File: src/design/aimd_congestion_window_macros.svh
// Assertion macros for the congestion window RTL.
// Included by files that carry concurrent assertions; depends on nothing else.
`ifndef AIMD_CONGESTION_WINDOW_MACROS_SVH
`define AIMD_CONGESTION_WINDOW_MACROS_SVH

// Checked only while out of reset.
`define AIMD_CW_ASSERT(name, clk, rstn, prop, msg) \
    name: assert property (@(posedge clk) disable iff (!rstn) prop) else $error(msg);

// Checked at every edge, including during reset.
`define AIMD_CW_ASSERT_ALWAYS(name, clk, prop, msg) \
    name: assert property (@(posedge clk) prop) else $error(msg);

`endif

File: src/design/aimd_cw_pkg.sv
// Shared types, widths and constants for the AIMD congestion window block.
// Used by aimd_cw_alu and aimd_congestion_window; depends on nothing.
`default_nettype none

package aimd_cw_pkg;

    localparam int FRAC_BITS    = 16;
    localparam int WIN_W        = 21;
    localparam int WHOLE_W      = WIN_W - FRAC_BITS;
    localparam int THR_W        = 32;
    localparam int STEP_W       = 20;
    localparam int COEF_W       = 16;
    localparam int SEGMENT_BITS = 32;
    localparam int CMD_W        = 2;
    localparam int PROD_W       = WIN_W + COEF_W;
    localparam int ADD_W        = PROD_W + 1;
    localparam int CNT_W        = $clog2(STEP_W + 1);
    localparam int CFG_W        = 32;
    localparam int CFG_IDX_W    = 3;

    localparam int WINDOW_CAP   = 30;
    localparam int WIN_MAX      = (1 << WIN_W) - 1;
    localparam int CAP_RAW      = WINDOW_CAP << FRAC_BITS;
    localparam logic [WIN_W-1:0] WIN_CAP_Q =
        (CAP_RAW > WIN_MAX) ? WIN_W'(WIN_MAX) : WIN_W'(CAP_RAW);

    // Lower bound of the threshold after a loss: 2.0 in fixed point.
    localparam logic [WIN_W-1:0] MIN_THRESHOLD = WIN_W'(2 << FRAC_BITS);

    localparam logic [WIN_W-1:0]  RST_INIT_WINDOW    = WIN_W'(1 << FRAC_BITS);
    localparam logic [THR_W-1:0]  RST_INIT_THRESHOLD = '1;
    localparam logic [STEP_W-1:0] RST_INCREASE_STEP  = STEP_W'(1 << FRAC_BITS);
    localparam logic [COEF_W-1:0] RST_DECREASE_COEF  = COEF_W'(1 << (COEF_W - 1));

    localparam logic [CFG_IDX_W-1:0] CFG_INIT_WINDOW      = 3'd0;
    localparam logic [CFG_IDX_W-1:0] CFG_INIT_THRESHOLD   = 3'd1;
    localparam logic [CFG_IDX_W-1:0] CFG_INCREASE_STEP    = 3'd2;
    localparam logic [CFG_IDX_W-1:0] CFG_DECREASE_FACTOR  = 3'd3;
    localparam logic [CFG_IDX_W-1:0] CFG_REACT_EVERY_LOSS = 3'd4;
    localparam logic [CFG_IDX_W-1:0] CFG_LOSS_TO_INITIAL  = 3'd5;

    typedef enum logic [CMD_W-1:0] {
        CMD_SENT = 2'd0,
        CMD_DATA = 2'd1,
        CMD_LOSS = 2'd2,
        CMD_NONE = 2'd3
    } cmd_t;

    typedef enum logic {
        ALU_MUL = 1'b0,
        ALU_DIV = 1'b1
    } alu_op_t;

    typedef struct packed {
        logic    start;
        alu_op_t op;
    } alu_req_t;

    typedef struct packed {
        logic busy;
        logic done;
    } alu_stat_t;

    typedef struct packed {
        logic [CMD_W-1:0]        cmd;
        logic [SEGMENT_BITS-1:0] segment_number;
    } event_t;

    typedef struct packed {
        logic [WIN_W-1:0]   window;
        logic [WHOLE_W-1:0] window_whole;
        logic [THR_W-1:0]   threshold;
        logic               loss_reacted;
    } result_t;

    function automatic logic [WIN_W-1:0] sat_window(input logic [WIN_W:0] w);
        return (w > {1'b0, WIN_CAP_Q}) ? WIN_CAP_Q : w[WIN_W-1:0];
    endfunction

endpackage

`default_nettype wire

File: src/design/aimd_cw_alu.sv
// Shared bit-serial arithmetic unit: shift-add multiply and restoring divide
// on one adder. Depends on aimd_cw_pkg.
`default_nettype none

module aimd_cw_alu
    import aimd_cw_pkg::*;
(
    input  wire logic               clk,
    input  wire logic               rst_n,
    input  wire alu_req_t           req,
    input  wire logic [WIN_W-1:0]   mcand,
    input  wire logic [WHOLE_W-1:0] divisor,
    input  wire logic [STEP_W-1:0]  operand,
    output alu_stat_t               stat,
    output logic [PROD_W-1:0]       product,
    output logic [STEP_W-1:0]       quotient
);

    alu_op_t             op_reg,      op_next;
    logic [CNT_W-1:0]    count_reg,   count_next;
    logic                done_reg,    done_next;
    logic [STEP_W-1:0]   shift_reg,   shift_next;
    logic [PROD_W-1:0]   acc_reg,     acc_next;
    logic [WIN_W-1:0]    mcand_reg,   mcand_next;
    logic [WHOLE_W-1:0]  divisor_reg, divisor_next;

    logic                bit_in;
    logic [WHOLE_W:0]    rem_shift;
    logic [ADD_W-1:0]    add_a;
    logic [ADD_W-1:0]    add_b;
    logic [ADD_W-1:0]    sum;
    logic                fits;

    // One adder serves both operations. For division it subtracts the
    // divisor from the shifted remainder; a clear top bit means no borrow.
    always_comb
    begin
        bit_in    = shift_reg[STEP_W-1];
        rem_shift = {acc_reg[WHOLE_W-1:0], bit_in};
        if (op_reg == ALU_MUL)
        begin
            add_a = {acc_reg, 1'b0};
            add_b = bit_in ? ADD_W'(mcand_reg) : '0;
        end
        else
        begin
            add_a = ADD_W'(rem_shift);
            add_b = ~ADD_W'(divisor_reg);
        end
        sum  = add_a + add_b + ADD_W'(op_reg == ALU_DIV);
        fits = !sum[ADD_W-1];
    end

    always_comb
    begin
        op_next      = op_reg;
        count_next   = count_reg;
        done_next    = 1'b0;
        shift_next   = shift_reg;
        acc_next     = acc_reg;
        mcand_next   = mcand_reg;
        divisor_next = divisor_reg;

        if (req.start)
        begin
            op_next      = req.op;
            acc_next     = '0;
            mcand_next   = mcand;
            divisor_next = divisor;
            if (req.op == ALU_MUL)
            begin
                // Multiplier bits are consumed from the top of the shifter.
                shift_next = operand << (STEP_W - COEF_W);
                count_next = CNT_W'(COEF_W);
            end
            else
            begin
                shift_next = operand;
                count_next = CNT_W'(STEP_W);
            end
        end
        else if (count_reg != '0)
        begin
            count_next = count_reg - 1'b1;
            done_next  = (count_reg == CNT_W'(1));
            if (op_reg == ALU_MUL)
            begin
                acc_next   = sum[PROD_W-1:0];
                shift_next = {shift_reg[STEP_W-2:0], 1'b0};
            end
            else
            begin
                acc_next   = fits ? PROD_W'(sum[WHOLE_W-1:0])
                                  : PROD_W'(rem_shift[WHOLE_W-1:0]);
                shift_next = {shift_reg[STEP_W-2:0], fits};
            end
        end
    end

    always_ff @(posedge clk or negedge rst_n)
    begin
        if (!rst_n)
        begin
            op_reg    <= ALU_MUL;
            count_reg <= '0;
            done_reg  <= 1'b0;
        end
        else
        begin
            op_reg    <= op_next;
            count_reg <= count_next;
            done_reg  <= done_next;
        end
    end

    always_ff @(posedge clk)
    begin
        shift_reg   <= shift_next;
        acc_reg     <= acc_next;
        mcand_reg   <= mcand_next;
        divisor_reg <= divisor_next;
    end

    assign stat.busy = (count_reg != '0);
    assign stat.done = done_reg;
    assign product   = acc_reg;
    assign quotient  = shift_reg;

endmodule

`default_nettype wire

File: src/design/aimd_congestion_window.sv
// Top level of the AIMD congestion window block: event sequencer, state and
// configuration registers, output register. Depends on aimd_cw_pkg, aimd_cw_alu and the macros header.
`default_nettype none
`include "aimd_congestion_window_macros.svh"

// Each accepted request produces exactly one result holding the window,
// its integer part, the threshold and whether a loss reaction set the window.
// Sent events, slow-start data events, unknown commands and losses that are
// ignored within a round trip go from acceptance through the write state to
// the result. A data event in congestion avoidance first runs the 20-step
// serial divide of the increase step by the window's integer part; a loss
// that reacts first runs the 16-step serial multiply by the decrease
// coefficient. Both run on the one shared arithmetic unit, and the block
// takes one request at a time. A finished result sits in an output register,
// so a new request is taken while it waits to be read.
module aimd_congestion_window
    import aimd_cw_pkg::*;
(
    input  wire logic                 clk,
    input  wire logic                 rst_n,
    input  wire logic                 cfg_write,
    input  wire logic [CFG_IDX_W-1:0] cfg_index,
    input  wire logic [CFG_W-1:0]     cfg_data,
    input  wire logic                 event_valid,
    output logic                      event_stall,
    input  wire event_t               event_data,
    output logic                      result_valid,
    input  wire logic                 result_stall,
    output result_t                   result_data
);

    typedef enum logic [1:0] {
        S_IDLE,
        S_CALC,
        S_WRITE
    } state_t;

    state_t                   state_reg,        state_next;
    alu_op_t                  pend_op_reg,      pend_op_next;
    logic                     reacted_reg,      reacted_next;
    logic [WIN_W-1:0]         cwnd_reg,         cwnd_next;
    logic [THR_W-1:0]         ssthresh_reg,     ssthresh_next;
    logic [SEGMENT_BITS-1:0]  recovery_reg,     recovery_next;
    logic [SEGMENT_BITS-1:0]  high_recv_reg,    high_recv_next;
    logic [SEGMENT_BITS-1:0]  high_req_reg,     high_req_next;
    logic [WIN_W-1:0]         init_window_reg,  init_window_next;
    logic [THR_W-1:0]         init_thr_reg,     init_thr_next;
    logic [STEP_W-1:0]        step_reg,         step_next;
    logic [COEF_W-1:0]        coef_reg,         coef_next;
    logic                     every_loss_reg,   every_loss_next;
    logic                     to_initial_reg,   to_initial_next;
    logic                     result_valid_reg, result_valid_next;
    result_t                  result_reg,       result_next;

    alu_req_t                 alu_req;
    alu_stat_t                alu_stat;
    logic [PROD_W-1:0]        alu_product;
    logic [STEP_W-1:0]        alu_quotient;

    logic                     accept;
    logic [WHOLE_W-1:0]       whole;
    logic [WHOLE_W-1:0]       divisor;
    logic                     slow_start;
    logic                     loss_go;
    logic [WIN_W-1:0]         lowered;
    logic [WIN_W-1:0]         loss_window;

    aimd_cw_alu u_alu (
        .clk      (clk),
        .rst_n    (rst_n),
        .req      (alu_req),
        .mcand    (cwnd_reg),
        .divisor  (divisor),
        .operand  (alu_req.op == ALU_MUL ? STEP_W'(coef_reg) : step_reg),
        .stat     (alu_stat),
        .product  (alu_product),
        .quotient (alu_quotient)
    );

    assign accept      = event_valid && !event_stall;
    assign event_stall = (state_reg != S_IDLE);

    always_comb
    begin
        whole      = cwnd_reg[WIN_W-1:FRAC_BITS];
        divisor    = (whole == '0) ? WHOLE_W'(1) : whole;
        slow_start = THR_W'(cwnd_reg) < ssthresh_reg;
        loss_go    = every_loss_reg || (high_recv_reg > recovery_reg);

        // The truncated product never exceeds the window width.
        lowered     = alu_product[PROD_W-1:FRAC_BITS];
        if (lowered < MIN_THRESHOLD)
        begin
            lowered = MIN_THRESHOLD;
        end
        loss_window = to_initial_reg ? init_window_reg : lowered;

        alu_req.start = 1'b0;
        alu_req.op    = ALU_DIV;
        if (accept && event_data.cmd == CMD_DATA && !slow_start)
        begin
            alu_req.start = 1'b1;
        end
        else if (accept && event_data.cmd == CMD_LOSS && loss_go)
        begin
            alu_req.start = 1'b1;
            alu_req.op    = ALU_MUL;
        end
    end

    always_comb
    begin
        state_next        = state_reg;
        pend_op_next      = pend_op_reg;
        reacted_next      = reacted_reg;
        cwnd_next         = cwnd_reg;
        ssthresh_next     = ssthresh_reg;
        recovery_next     = recovery_reg;
        high_recv_next    = high_recv_reg;
        high_req_next     = high_req_reg;
        init_window_next  = init_window_reg;
        init_thr_next     = init_thr_reg;
        step_next         = step_reg;
        coef_next         = coef_reg;
        every_loss_next   = every_loss_reg;
        to_initial_next   = to_initial_reg;
        result_valid_next = result_valid_reg && result_stall;
        result_next       = result_reg;

        case (state_reg)
            S_IDLE:
            begin
                if (accept)
                begin
                    reacted_next = 1'b0;
                    state_next   = S_WRITE;
                    case (event_data.cmd)
                        CMD_SENT:
                        begin
                            high_req_next = event_data.segment_number;
                        end
                        CMD_DATA:
                        begin
                            if (event_data.segment_number > high_recv_reg)
                            begin
                                high_recv_next = event_data.segment_number;
                            end
                            if (slow_start)
                            begin
                                cwnd_next = sat_window({1'b0, cwnd_reg} +
                                                       (WIN_W + 1)'(step_reg));
                            end
                            else
                            begin
                                pend_op_next = ALU_DIV;
                                state_next   = S_CALC;
                            end
                        end
                        CMD_LOSS:
                        begin
                            if (loss_go)
                            begin
                                recovery_next = high_req_reg;
                                pend_op_next  = ALU_MUL;
                                state_next    = S_CALC;
                            end
                        end
                        default:
                        begin
                        end
                    endcase
                end
            end
            S_CALC:
            begin
                if (alu_stat.done)
                begin
                    if (pend_op_reg == ALU_DIV)
                    begin
                        cwnd_next = sat_window({1'b0, cwnd_reg} +
                                               (WIN_W + 1)'(alu_quotient));
                    end
                    else
                    begin
                        ssthresh_next = THR_W'(lowered);
                        cwnd_next     = sat_window({1'b0, loss_window});
                        reacted_next  = 1'b1;
                    end
                    state_next = S_WRITE;
                end
            end
            S_WRITE:
            begin
                if (!result_valid_reg || !result_stall)
                begin
                    result_next.window       = cwnd_reg;
                    result_next.window_whole = cwnd_reg[WIN_W-1:FRAC_BITS];
                    result_next.threshold    = ssthresh_reg;
                    result_next.loss_reacted = reacted_reg;
                    result_valid_next        = 1'b1;
                    state_next               = S_IDLE;
                end
            end
            default:
            begin
                state_next = S_IDLE;
            end
        endcase

        // Loading an initial value also loads the live value, uncapped.
        if (cfg_write)
        begin
            case (cfg_index)
                CFG_INIT_WINDOW:
                begin
                    init_window_next = cfg_data[WIN_W-1:0];
                    cwnd_next        = cfg_data[WIN_W-1:0];
                end
                CFG_INIT_THRESHOLD:
                begin
                    init_thr_next = cfg_data[THR_W-1:0];
                    ssthresh_next = cfg_data[THR_W-1:0];
                end
                CFG_INCREASE_STEP:    step_next       = cfg_data[STEP_W-1:0];
                CFG_DECREASE_FACTOR:  coef_next       = cfg_data[COEF_W-1:0];
                CFG_REACT_EVERY_LOSS: every_loss_next = cfg_data[0];
                CFG_LOSS_TO_INITIAL:  to_initial_next = cfg_data[0];
                default:
                begin
                end
            endcase
        end
    end

    always_ff @(posedge clk or negedge rst_n)
    begin
        if (!rst_n)
        begin
            state_reg        <= S_IDLE;
            pend_op_reg      <= ALU_MUL;
            reacted_reg      <= 1'b0;
            cwnd_reg         <= RST_INIT_WINDOW;
            ssthresh_reg     <= RST_INIT_THRESHOLD;
            recovery_reg     <= '0;
            high_recv_reg    <= '0;
            high_req_reg     <= '0;
            init_window_reg  <= RST_INIT_WINDOW;
            init_thr_reg     <= RST_INIT_THRESHOLD;
            step_reg         <= RST_INCREASE_STEP;
            coef_reg         <= RST_DECREASE_COEF;
            every_loss_reg   <= 1'b0;
            to_initial_reg   <= 1'b0;
            result_valid_reg <= 1'b0;
            result_reg       <= '0;
        end
        else
        begin
            state_reg        <= state_next;
            pend_op_reg      <= pend_op_next;
            reacted_reg      <= reacted_next;
            cwnd_reg         <= cwnd_next;
            ssthresh_reg     <= ssthresh_next;
            recovery_reg     <= recovery_next;
            high_recv_reg    <= high_recv_next;
            high_req_reg     <= high_req_next;
            init_window_reg  <= init_window_next;
            init_thr_reg     <= init_thr_next;
            step_reg         <= step_next;
            coef_reg         <= coef_next;
            every_loss_reg   <= every_loss_next;
            to_initial_reg   <= to_initial_next;
            result_valid_reg <= result_valid_next;
            result_reg       <= result_next;
        end
    end

    assign result_valid = result_valid_reg;
    assign result_data  = result_reg;

    `AIMD_CW_ASSERT(a_start_from_idle, clk, rst_n, alu_req.start |-> state_reg == S_IDLE, "arithmetic unit started outside idle")
    `AIMD_CW_ASSERT(a_done_in_calc, clk, rst_n, alu_stat.done |-> state_reg == S_CALC, "arithmetic result arrived with no operation pending")
    `AIMD_CW_ASSERT(a_busy_stalls, clk, rst_n, alu_stat.busy |-> event_stall, "request taken while the arithmetic unit is busy")
    `AIMD_CW_ASSERT_ALWAYS(a_react_floor, clk, (result_valid && result_data.loss_reacted) |-> result_data.threshold >= THR_W'(MIN_THRESHOLD), "threshold below floor after a loss reaction")

endmodule

`default_nettype wire
File: config.mk
export PLATFORM = sky130hd
export DESIGN_NAME = aimd_congestion_window
export DESIGN_NICKNAME = d
export VERILOG_FILES = /design/src/design/aimd_cw_pkg.sv /design/src/design/aimd_cw_alu.sv /design/src/design/aimd_congestion_window.sv
export VERILOG_INCLUDE_DIRS = /design/src /design/src/design
export SDC_FILE = /design/constraint.sdc
export NUM_CORES = 1
export LEC_CHECK = 0
export ABC_AREA = 1
export BUFFER_PORTS_ARGS = -buffer_cell sky130_fd_sc_hd__buf_2
export CORE_ASPECT_RATIO = 0.7
export CORE_UTILIZATION = 40
export CTS_CLUSTER_DIAMETER = 120
export DETAILED_ROUTE_END_ITERATION = 7
export GPL_ROUTABILITY_DRIVEN = 0
export SYNTH_ARGS = -nofsm -noshare
export SYNTH_HDL_FRONTEND = slang
export SYNTH_SLANG_ARGS = --single-unit
File: constraint.sdc
create_clock -name clk -period 5.7 [get_ports clk]
set_clock_uncertainty 0.1 [all_clocks]
set_input_delay 0.855 -clock clk [delete_from_list [all_inputs] [get_ports clk]]
set_output_delay 0.855 -clock clk [all_outputs]
set_load 0.05 [all_outputs]
== After elaboration in Yosys (flattened, before gate mapping) ==
Cells that the tools add are included.
Storage, ports and cells
  bits in registers: 362
  bits of input ports: 74
  output and inout bits: 61
Operators by class
  $add $sub $neg: 5
  magnitude comparators: 7
  eq/ne operators: 16
  mux-type cells: 52
  bitwise operators: 1
  reductions and logical operators: 34
Operators with widths (number)
  $mux W21: 13
  $mux W32: 5
  $mux W20: 4
  $mux W38: 2
  $gt A32 B32 Y1: 2
  $add A21 B20 Y22: 2
  $gt A22 B21 Y1 const B: 2
  $pmux W21 S2: 1
  $add A38 B1 Y38: 1
  $add A38 B38 Y38: 1
  $not A5 Y38: 1
  $mux W37: 1
  $lt A21 B32 Y1: 1
  $gt A21 B21 Y1 const B: 1
  $lt A21 B18 Y1 const B: 1
  $mux W5: 3
  $mux W1: 12
  $mux W2: 6
  $reduce_and A2 Y1: 6
  $reduce_and A4 Y1: 3
  $ne A2 B2 Y1 const B: 5
  $reduce_bool A2 Y1: 4
  $eq A3 B2 Y1 const B: 2
  $eq A3 B3 Y1 const B: 2
  other kinds (19): 34

== Logic depth before layout (Yosys ltp) ==
  depth in word-level cells: 10
  gate-level depth with buffers: 24
  gate-level depth less buffers: 23

== Modules after synthesis ==
Synthesis repeated with hierarchy kept, for this count alone.
Second synthesis, totals
  cells, all modules: 3226
  area, all modules: 22960.8 µm²
By module, submodules not included
  aimd_congestion_window: instances 1, cells each 2369, area an instance 17050.1 µm²
  aimd_cw_alu: instances 1, cells each 857, area an instance 5910.7 µm²

== Worst setup path before layout ==
Ideal clock, no wire load.
  path type: register -> register
  start point: register u_alu.op_reg
  end point: register u_alu.acc_reg[20] (netlist: u_alu.product[20])
  setup time: 120 ps
  data arrival time: 3165 ps
  required time: 5480 ps
  slack: 2315 ps
  cell stages (with the launch flop): 17
  period minus slack after synthesis: 3385 ps
  cell sequence: dfrtp_1 inv_1 clkbuf_1 clkbuf_1 o21ai_0 fa_1 inv_1 fa_1 o21ai_0 a21boi_0 o21bai_1 inv_1 o21ai_0 a21oi_1 or2_2 nand3_1 a21oi_1
Between the ends
  longest elaborated chain between the ends: 4
  elaborated cells between the ends (all ways): 5
  those cells by class: 2 x add/sub; 3 x mux
Ends and longest elaborated chain
  start, declared: line aimd_cw_alu.sv:19  | alu_op_t op_reg, op_next;
  start signal, assigned: line aimd_cw_alu.sv:110  | op_reg <= op_next;
  $mux W38: line aimd_cw_alu.sv:40  | if (op_reg == ALU_MUL)
  $add A38 B38 Y38: line aimd_cw_alu.sv:50  | sum = add_a + add_b + ADD_W'(op_reg == ALU_DIV);
  $add A38 B1 Y38: line aimd_cw_alu.sv:50
  $mux W37 (*): line aimd_cw_alu.sv:86  | if (op_reg == ALU_MUL)
  end signal, assigned: line aimd_cw_alu.sv:119  | acc_reg <= acc_next;
  end, declared: line aimd_cw_alu.sv:23  | logic [PROD_W-1:0] acc_reg, acc_next;
Mark *: on every way between the ends. The rest lies on a longest branch, timed or not.
A chain may end at the register's enable or synchronous reset.

== Final worst setup path ==
  start point: register u_alu.shift_reg[19] (netlist: u_alu.quotient[19])
  end point: register u_alu.acc_reg[20] (netlist: u_alu.product[20])
Between the ends
  longest elaborated chain between the ends: 5
  elaborated cells between the ends (all ways): 6
  those cells by class: 2 x add/sub; 4 x mux
Ends and longest elaborated chain
  start, declared: line aimd_cw_alu.sv:22  | logic [STEP_W-1:0] shift_reg, shift_next;
  start signal, assigned: line aimd_cw_alu.sv:118  | shift_reg <= shift_next;
  $mux W21: line aimd_cw_alu.sv:43  | add_b = bit_in ? ADD_W'(mcand_reg) : '0;
  $mux W38: line aimd_cw_alu.sv:40
  $add A38 B38 Y38 (*): line aimd_cw_alu.sv:50
  $add A38 B1 Y38 (*): line aimd_cw_alu.sv:50
  $mux W37 (*): line aimd_cw_alu.sv:86
Marked as above.

==> flow_summary.ini <==
[synthesis]
yosysMostFrequentCell = nand2_1
ys_seq_elements = 357
synth_edf_count = 46
syn_area_mm2 = 0.0220
syn-num-nets = 3194
synth.top_cell.area_share_pct = 27.1
synthTopCellsByCount = nand2_1 (923), inv_1 (391), o21ai_0 (268)
synthFlopType = dfrtp_1
synth.yosys.warnings = 0
netlist_instances = 2966
ys_async_sr_fraction_pct = 76.8
avgSynthCellArea_um2 = 7.42
yosysTopAreaCell = dfrtp_1
seq_area_frac_synth_pct = 41.0
synth_top_cells_by_area = dfrtp_1 (27%), nand2_1 (16%), ha_1 (8.5%)
synth.distinct_cells = 52

[worst_setup_path]
cp-end-kind = flip-flop
cp.arrival_ns = 4.46
start_kind = flip-flop
path_max_fanout = 20
critPathRequiredTime_ns = 6.04
worstSetupPathType = reg -> reg
r2r_setup_slack_ns = 1.57
regToRegEndpoint = u_alu.product[20]$_SDFFE_PN0P_
r2r_start = u_alu.quotient[19]$_DFFE_PP_
reg2regPathDepth = 16
cp-startpoint = u_alu.quotient[19]$_DFFE_PP_

[floorplanning]
die_area_mm2 = 0.0559
rows = 71
die_w_um = 282
core-area_mm2 = 0.0540
ios = 135
start_util_pct = 40.7
die_h_um = 198

[route]
wl_um = 73600
drt-initial-drc-count = 2287
ant_nets = 0
routedWlPerCell_um = 19.3
num_vias = 20700
drc = 0
viasPerCell = 5.43
first_pass_iters = 6

[pwr]
internal_power_mw = 7.79
p_sw_mw = 7.38
worst_ir_drop_vdd_uv = 501
seqPwrFrac_pct = 30.3
combPwrFrac_pct = 51.3
leakagePower_nw = 12.7
totalPowerFinal_mw = 15.2
p_clk_share_pct = 18.4
sw_frac_of_total_pct = 48.7
power_density_mw_per_mm2 = 615

[final_layout]
n_fill_cell = 5468
drive_gt1_share_pct = 10.2
fin_util_pct = 45.7
area_growth_pct = 12.1
largest_reg_flops = 54
nets = 3277

[placement]
io_buffers = 134
place_hpwl_um = 56500

[cts]
postCtsSetupBuffers = 0
cts_resized = 0
cts_buffer_depth = 3
tritoncts = done
ctsHoldBuffers = 0
htree_levels = 2
cts_buffers = 40
path_clk_slew_ns = 0.06
insertion_delay_ns = 0.59
root_buffer = clkbuf_16
cts_num_sinks = 357

[sta]
timing.fmax_mhz = 242
finalMaxSlewViolations = 0
layout_min_cycle_time_ns = 4.13
worst_pin_slew_ns = 1.20
rsz0062_at_grt = false
finalCritPeriodShare_pct = 72.4
hold_violations = 0
tns_ns = 0
setup_viol = 0
slew_headroom_pct = 19.8

[grt]
grt_pass1_wl_um = 112000
first_global_vias = 19100
grt_max_degree = 126
gr-total-overflow = 0
antenna_found_initial = 5
grt_usage_pct = 26.3

[job]
max_cap_viol_count = 0

[worst_hold_path]
hold_path_class = in -> async

[outcome]
status = complete, no violations
==> cell type report <==
class | count | area, µm² | share of cell area [%]
multi-input cells | 2100 | 11000 | 44.6
well taps | 730 | 913 | 3.70
repair buffers | 154 | 856 | 3.47
clock inverters | 23 | 300 | 1.22
inverters | 396 | 1490 | 6.03
clock buffers | 51 | 1090 | 4.43
flip-flops and latches | 357 | 9020 | 36.6
diodes | 1 | 2.50 | 0.0101
==> per-stage QoR <==
step                cell area, µm²  setup slack (ns)  cells  hold slack (ns)
floorplan                    22000              2.32   2966            0.342
global placement             23300              1.70   3737            0.354
detailed placement           23300              1.64   3737            0.365
CTS                          24700              1.58   3811            0.203
global route                 24700              1.17   3811            0.199
finish                       24700              1.57   3812            0.152
==> cell families after synthesis <==
kind of cell    after synthesis  share of synthesized area (%)
compound gates              507                           12.5
xor+xnor                     19                          0.757
fa+ha+maj                   154                           8.90
buf+inv                     509                           9.19
flops                       357                           41.0
mux                          26                           1.33
simple gates               1394                           26.3
==> power groups by stage <==
stage | logic [mW] | registers, mW | clock network (mW)
2_1_floorplan | 5.12 | 4.76 | 0
3_3_place_gp | 7.50 | 4.56 | 0
3_5_place_dp | 7.63 | 4.59 | 0
4_1_cts | 7.68 | 4.55 | 2.83
5_1_grt | 8.72 | 4.68 | 2.92
6_report | 7.79 | 4.59 | 2.79
==> metal layers <==
layer / vias to the layer above / part of all wire, % / GRT usage (%)
li1: 9809 / - / -
met1: 9783 / 47 / 39.9
met2: 979 / 39 / 35.5
met3: 107 / 12 / 8.44
met4: 4 / 1.9 / 6.05
met5: - / 0.035 / 0
==> layout by cell type, fill, tap and decap left out, types with 7 or more instances in the layout <==
cell / instances
a21boi_0: 11
or2_2: 8
clkinv_2: 7
dfrtp_1: 238
nand2_2: 7
o211ai_1: 12
o21ai_0: 268
xnor2_1: 7
buf_4: 18
nand2_1: 920
ha_1: 150
nor2_1: 182
nand3_2: 7
mux2_2: 25
dfxtp_1: 37
a21oi_1: 132
nor3_1: 29
dfstp_2: 36
a211oi_1: 21
nand4_1: 32
xor2_1: 12
nand3b_1: 22
inv_1: 390
o21ai_1: 7
buf_2: 133
edfxtp_1: 46
clkbuf_16: 40
a21o_1: 8
nand3_1: 170
o22ai_1: 25
==> critical path, cell delays in order (launching register included) <==
cell and delay [ns]:
edfxtp_1 0.86, inv_1 0.08, nor2_1 0.24, nand2_1 0.07, o21ai_0 0.12, fa_1 0.25
inv_1 0.07, fa_1 0.40, o21ai_0 0.31, a21boi_0 0.24, o21bai_1 0.26, inv_1 0.09
o21ai_0 0.30, a21oi_1 0.15, or2_2 0.29, nand3_1 0.07, a21oi_1 0.07
==> how the worst max path moves through the flow <==
stage,endpoint,slack (ns),depth (start not counted)
2_1_floorplan,u_alu.product[20]$_SDFFE_PN0P_,2.32,16
3_3_place_gp,u_alu.product[20]$_SDFFE_PN0P_,1.70,16
3_5_place_dp,u_alu.product[20]$_SDFFE_PN0P_,1.64,16
4_1_cts,u_alu.product[20]$_SDFFE_PN0P_,1.58,16
5_1_grt,u_alu.product[20]$_SDFFE_PN0P_,1.17,16
6_report,u_alu.product[20]$_SDFFE_PN0P_,1.57,16
Power figures use the tool's default switching activity.
